## src/design/pdc_pkg.sv

```systemverilog
// Shared types and constants for the PID drive controller.
// Depends on nothing; used by the controller, datapath, divider and top level.
package pdc_pkg;

    localparam int GAIN_W   = 24;
    localparam int DATA_W   = 32;
    localparam int SUM_W    = 48;
    localparam int PROD_W   = 49;
    localparam int ACC_W    = 72;
    localparam int POT_W    = ACC_W - 16;
    localparam int RES_W    = 58;
    localparam int DIV_W    = 48;
    localparam int DIVS_W   = 32;
    localparam int DIV_CNT_W = $clog2(DIV_W + 1);
    localparam int CFG_IDX_W = 3;

    localparam logic [CFG_IDX_W-1:0] REG_P_GAIN     = 3'd0;
    localparam logic [CFG_IDX_W-1:0] REG_I_GAIN     = 3'd1;
    localparam logic [CFG_IDX_W-1:0] REG_D_GAIN     = 3'd2;
    localparam logic [CFG_IDX_W-1:0] REG_INPUT_MIN  = 3'd3;
    localparam logic [CFG_IDX_W-1:0] REG_INPUT_MAX  = 3'd4;
    localparam logic [CFG_IDX_W-1:0] REG_OUTPUT_MIN = 3'd5;
    localparam logic [CFG_IDX_W-1:0] REG_OUTPUT_MAX = 3'd6;
    localparam logic [CFG_IDX_W-1:0] REG_CONTINUOUS = 3'd7;

    typedef enum logic [1:0] {
        KIND_TICK    = 2'd0,
        KIND_ENABLE  = 2'd1,
        KIND_DISABLE = 2'd2,
        KIND_RESET   = 2'd3
    } kind_t;

    // multiply pass: which operand and gain
    typedef enum logic [1:0] {
        PH_CAND_I = 2'd0,
        PH_ERR_P  = 2'd1,
        PH_SUM_I  = 2'd2,
        PH_DIFF_D = 2'd3
    } phase_t;

    typedef enum logic [1:0] {
        DSEL_INTEG = 2'd0,
        DSEL_LEFT  = 2'd1,
        DSEL_RIGHT = 2'd2
    } div_sel_t;

    typedef enum logic [4:0] {
        ST_IDLE,
        ST_ERR1,
        ST_ERR2,
        ST_CAND,
        ST_MLOAD,
        ST_MLO,
        ST_MHI,
        ST_MACC,
        ST_MDONE,
        ST_IDIV,
        ST_IWAIT,
        ST_CLAMP,
        ST_LDIV,
        ST_LWAIT,
        ST_RDIV,
        ST_RWAIT,
        ST_OUT
    } state_t;

    typedef struct packed {
        logic     load_in;
        logic     calc_err1;
        logic     calc_err2;
        logic     calc_cand;
        logic     mul_load;
        logic     mul_lo;
        logic     mul_hi;
        logic     mul_acc;
        logic     isum_cand;
        logic     isum_zero;
        logic     res_add;
        logic     clamp_out;
        logic     div_start;
        div_sel_t div_sel;
        logic     wb_isum;
        logic     wb_left;
        logic     wb_right;
        logic     clear_out;
        logic     clear_state;
        phase_t   phase;
    } pdc_cmd_t;

    typedef struct packed {
        logic in_range;
        logic igain_zero;
        logic div_busy;
    } pdc_status_t;

endpackage

```

## src/design/pdc_controller.sv

```systemverilog
// Sequencer for the PID drive controller: steps the datapath through one item.
// Depends on pdc_pkg for the state, command and status types.
module pdc_controller (
    input  logic                 clk,
    input  logic                 rst_n,
    input  logic                 in_valid,
    output logic                 in_ready,
    input  logic [1:0]           in_kind,
    output logic                 out_valid,
    input  logic                 out_ready,
    input  pdc_pkg::pdc_status_t status,
    output pdc_pkg::pdc_cmd_t    cmd
);
    import pdc_pkg::*;

    state_t state_reg, state_next;
    phase_t phase_reg, phase_next;
    logic   running_reg, running_next;
    logic   accept;
    kind_t  kind;

    assign accept = in_valid && (state_reg == ST_IDLE);
    assign kind   = kind_t'(in_kind);

    always_ff @(posedge clk or negedge rst_n) begin
        if (!rst_n) begin
            state_reg   <= ST_IDLE;
            phase_reg   <= PH_CAND_I;
            running_reg <= 1'b0;
        end
        else begin
            state_reg   <= state_next;
            phase_reg   <= phase_next;
            running_reg <= running_next;
        end
    end

    always_comb begin
        state_next   = state_reg;
        phase_next   = phase_reg;
        running_next = running_reg;
        case (state_reg)
            ST_IDLE: begin
                if (accept) begin
                    case (kind)
                        KIND_ENABLE: running_next = 1'b1;
                        KIND_DISABLE, KIND_RESET: begin
                            running_next = 1'b0;
                            state_next   = ST_OUT;
                        end
                        default: begin
                            if (running_reg) begin
                                state_next = ST_ERR1;
                            end
                        end
                    endcase
                end
            end
            ST_ERR1:  state_next = ST_ERR2;
            ST_ERR2:  state_next = ST_CAND;
            ST_CAND: begin
                phase_next = PH_CAND_I;
                state_next = ST_MLOAD;
            end
            ST_MLOAD: state_next = ST_MLO;
            ST_MLO:   state_next = ST_MHI;
            ST_MHI:   state_next = ST_MACC;
            ST_MACC:  state_next = ST_MDONE;
            ST_MDONE: begin
                if (phase_reg == PH_CAND_I) begin
                    if (status.in_range || status.igain_zero) begin
                        phase_next = PH_ERR_P;
                        state_next = ST_MLOAD;
                    end
                    else begin
                        state_next = ST_IDIV;
                    end
                end
                else if (phase_reg == PH_DIFF_D) begin
                    state_next = ST_CLAMP;
                end
                else begin
                    phase_next = phase_t'(phase_reg + 2'd1);
                    state_next = ST_MLOAD;
                end
            end
            ST_IDIV:  state_next = ST_IWAIT;
            ST_IWAIT: begin
                if (!status.div_busy) begin
                    phase_next = PH_ERR_P;
                    state_next = ST_MLOAD;
                end
            end
            ST_CLAMP: state_next = ST_LDIV;
            ST_LDIV:  state_next = ST_LWAIT;
            ST_LWAIT: begin
                if (!status.div_busy) begin
                    state_next = ST_RDIV;
                end
            end
            ST_RDIV:  state_next = ST_RWAIT;
            ST_RWAIT: begin
                if (!status.div_busy) begin
                    state_next = ST_OUT;
                end
            end
            ST_OUT: begin
                if (out_ready) begin
                    state_next = ST_IDLE;
                end
            end
            default:  state_next = ST_IDLE;
        endcase
    end

    always_comb begin
        cmd       = '0;
        cmd.phase = phase_reg;
        in_ready  = (state_reg == ST_IDLE);
        out_valid = (state_reg == ST_OUT);
        case (state_reg)
            ST_IDLE: begin
                if (accept) begin
                    cmd.load_in     = 1'b1;
                    cmd.clear_out   = (kind == KIND_DISABLE) || (kind == KIND_RESET);
                    cmd.clear_state = (kind == KIND_RESET);
                end
            end
            ST_ERR1:  cmd.calc_err1 = 1'b1;
            ST_ERR2:  cmd.calc_err2 = 1'b1;
            ST_CAND:  cmd.calc_cand = 1'b1;
            ST_MLOAD: cmd.mul_load  = 1'b1;
            ST_MLO:   cmd.mul_lo    = 1'b1;
            ST_MHI:   cmd.mul_hi    = 1'b1;
            ST_MACC:  cmd.mul_acc   = 1'b1;
            ST_MDONE: begin
                if (phase_reg == PH_CAND_I) begin
                    cmd.isum_cand = status.in_range;
                    cmd.isum_zero = !status.in_range && status.igain_zero;
                end
                else begin
                    cmd.res_add = 1'b1;
                end
            end
            ST_IDIV: begin
                cmd.div_start = 1'b1;
                cmd.div_sel   = DSEL_INTEG;
            end
            ST_IWAIT: begin
                cmd.div_sel = DSEL_INTEG;
                cmd.wb_isum = !status.div_busy;
            end
            ST_CLAMP: cmd.clamp_out = 1'b1;
            ST_LDIV: begin
                cmd.div_start = 1'b1;
                cmd.div_sel   = DSEL_LEFT;
            end
            ST_LWAIT: begin
                cmd.div_sel = DSEL_LEFT;
                cmd.wb_left = !status.div_busy;
            end
            ST_RDIV: begin
                cmd.div_start = 1'b1;
                cmd.div_sel   = DSEL_RIGHT;
            end
            ST_RWAIT: begin
                cmd.div_sel  = DSEL_RIGHT;
                cmd.wb_right = !status.div_busy;
            end
            default: cmd.phase = phase_reg;
        endcase
    end

endmodule

```

## config.mk

```make
export PLATFORM = sky130hd
export DESIGN_NAME = pdc_controller
export DESIGN_NICKNAME = d
export VERILOG_FILES = /design/src/design/pdc_pkg.sv /design/src/design/pdc_controller.sv
export SDC_FILE = /design/constraint.sdc
export NUM_CORES = 1
export LEC_CHECK = 0
export ABC_AREA = 1
export BUFFER_PORTS_ARGS = -buffer_cell sky130_fd_sc_hd__buf_2
export CAP_MARGIN = 20
export CORE_MARGIN = 8
export CORE_UTILIZATION = 25
export CTS_CLUSTER_SIZE = 24
export DETAILED_ROUTE_END_ITERATION = 7
export SYNTH_ARGS = -nofsm -noshare
export SYNTH_HDL_FRONTEND = slang
export SYNTH_SLANG_ARGS = --single-unit
```

## constraint.sdc

```tcl
create_clock -name clk -period 2.72 [get_ports clk]
set_input_delay 0.136 -clock clk [delete_from_list [all_inputs] [get_ports clk]]
set_output_delay 0.136 -clock clk [all_outputs]
set_load 0.01 [all_outputs]
```

==> flow_summary.toml <==
[cells_and_area]
fillers = 393
drive_gt1_share_pct = 32.6
largest_register_ffs = 5
final_cell_mix = "nand2_1 (39), buf_2 (32), nor2_1 (25)"
final_cell_area_um2 = 1100
area_delta_synth_final_pct = 25.9
layout.area.seq_um2 = 200
antennaDiodeCount = 0
finalNetCount = 188
layout.cells.non_filler = 221
final_common_cell = "nand2_1"
multi_input_area_um2 = 559

[global_route]
grt_pass1_vias = 937
grt-ovfl-total = 0
grt_pass1_wl_mm = 3.95
antenna_found_initial = 0
track_usage_pct = 8.94
grt_max_degree = 11

[power_and_ir_drop]
vdd_drop_max_v = 0.000162
leakage_nw = 0.674
p_int_mw = 0.348
p_sw_share_pct = 52.3
power_density_nw_per_um2 = 666
p_switching_mw = 0.382
combPwrFrac_pct = 60.3
seqPwrFrac_pct = 27.4
clkPwrFrac_pct = 12.3

[die]
rows = 21
core_um2 = 3340
die_y_um = 75.0
die_w_um = 75.0
io-pin-count = 33
initial_utilization_pct = 26.1
die_area_um2 = 5630

[run]
drv_cap = 0

[placement]
numPortBuffers = 32
place_congestion = 0.877
dp.cells = 217
placedInstanceArea_um2 = 1060
dp_hpwl_mm = 2.04

[clock_network]
tritoncts = "built"
cts_root_buf = "clkbuf_4"
clk_path_buf_depth = 2
clk_pin_slew_ns = 0.05
cts_buffers = 3
h-tree-depth = 1
worstSkewPairLatency_ns = 0.25
cts.sinks = 8

[routing]
route.detailed.drc = 0
first_iter_violations = 39
first_pass_iters = 4
ant_nets = 0
drt-total-wl_mm = 2.38
num_vias = 957
via_per_inst = 4.33
wl_per_cell_um = 10.8

[setup_path]
crit_chain = "nor2_4, inv_2, nor2_4, inv_2, nor2_4, inv_2, nor3_2, buf_2"
end_kind = "output port"
worst_path_max_delay_cell = "dfrtp_1"
rrSetupSlack_ns = 1.28
cp_max_fo = 10
critPathLaunchType = "flop"
path_buf_inv = 4
reg2regPathDepth = 8
arrival_ns = 1.66
max_stage_delay_ns = 0.52
critPathTopFamily = "simple AND/OR/NAND/NOR gates"
r2r-start = "state_reg[3]"
crit_type = "flop to output port"
worstReg2RegEnd = "state_reg[2]"
critPathRequiredTime_ns = 2.58

[worst_hold_path]
hold_depth = 3
hold_path.class = "primary input to flop"
worstHoldStart = "in_kind[0]"
min_to = "running_reg"

[sta]
min_period_ns = 1.79
fmax_ghz = 0.558
fin_worst_skew_ns = 0.000782
tightestPinTransition_ns = 0.413
fin_crit_sh_pct = 65.9
hold_viol_final = 0
slew_violations = 0
relSlewSlack_pct = 72.5
setup_viol = 0
rsz0062_at_grt = "false"
finalSetupTns_ns = 0

[yosys]
synth_nets = 152
yosys_warnings = 0
ys_types = 23
syn_area_um2 = 871
synthCells = 141
avgSynthCellArea_um2 = 6.18
ys_seq_area_share_pct = 23.0
ys_ff_latch = 8

[status]
status = "complete, no violations"
worst min-delay path, stage by stage:
cell and delay, ns:
buf_2 0.09, a21oi_1 0.06, nor2_1 0.08
worst max path at each step:
stage            startpoint      to  slack, ns  depth (start not counted)
2_1_floorplan  state_reg[0]  cmd[2]       1.29                          8
3_3_place_gp   state_reg[3]  cmd[2]       1.23                          8
3_5_place_dp   state_reg[3]  cmd[2]       1.19                          8
4_1_cts        state_reg[3]  cmd[2]       0.91                          8
5_1_grt        state_reg[3]  cmd[2]       0.81                          8
6_report       state_reg[3]  cmd[2]       0.93                          8
power by group through the flow:
| stage | sequential [mW] | combinational, mW | clock (mW) |
|---|---|---|---|
| 3_3_place_gp | 0.201 | 0.445 | 0 |
| 4_1_cts | 0.199 | 0.447 | 0.0971 |
| 5_1_grt | 0.204 | 0.501 | 0.101 |
| 3_5_place_dp | 0.201 | 0.445 | 0 |
| 6_report | 0.200 | 0.441 | 0.0898 |
| 2_1_floorplan | 0.179 | 0.360 | 0 |
layout make-up:
class                      instances  share of cell area (%)
inverter                          23                    7.88
multi-input combinational        108                    51.0
tap                               46                    5.25
sequential                         8                    18.3
timing repair buffer              33                    15.5
clock buffer                       3                    2.05
cells in the mapped netlist, drive strengths merged:
cell type  number  area share (%)
dfrtp           8              23
nand3b          1            0.86
o22ai           1            0.72
nand3          13             9.5
inv            23             9.9
nor4            2             1.4
buf             1             1.3
nand2          42              20
nand4           3             2.2
nor2           35              21
o21ai           2             1.1
nor3            5             3.4
ha              2             2.9
clkbuf          1             1.6
a21oi           2             1.1
through the flow:
| stage | setup WS, ns | utilization (%) | power [mW] | hold slack (ns) |
|---|---|---|---|---|
| detailed placement | 1.19 | 31.9 | 0.646 | -0.00404 |
| finish | 0.927 | 32.8 | 0.730 | 0.159 |
| global route | 0.812 | 32.8 | 0.806 | 0.171 |
| global placement | 1.23 | 31.9 | 0.646 | -0.00151 |
| CTS | 0.911 | 32.8 | 0.743 | 0.158 |
| floorplan | 1.29 | - | 0.539 | -0.160 |
what timing repair did:
action                                 4_1_cts  5_1_grt
gates resized for setup                      0        0
buffers inserted                             0        0
hold buffers                                 1        0
endpoints found under the hold margin        8        0
metal layers:
| metal | vias up | share of wire [%] | GRT usage (%) |
|---|---|---|---|
| li1 | 512 | - | - |
| met1 | 428 | 45 | 10.8 |
| met2 | 15 | 48 | 14.7 |
| met3 | 2 | 6.9 | 2.00 |
| met4 | 0 | 0.50 | 3.91 |
| met5 | - | 0 | 0 |
logic make-up (layout without fill, tap and decap cells):
group | after synthesis | after routing | synth area share (%)
compound gates | 5 | 5 | 3.02
fa+ha+maj | 2 | 2 | 2.87
buf+inv | 25 | 59 | 12.8
flops | 8 | 8 | 23.0
simple gates | 101 | 101 | 58.3
(Power assumes the default switching activity.)
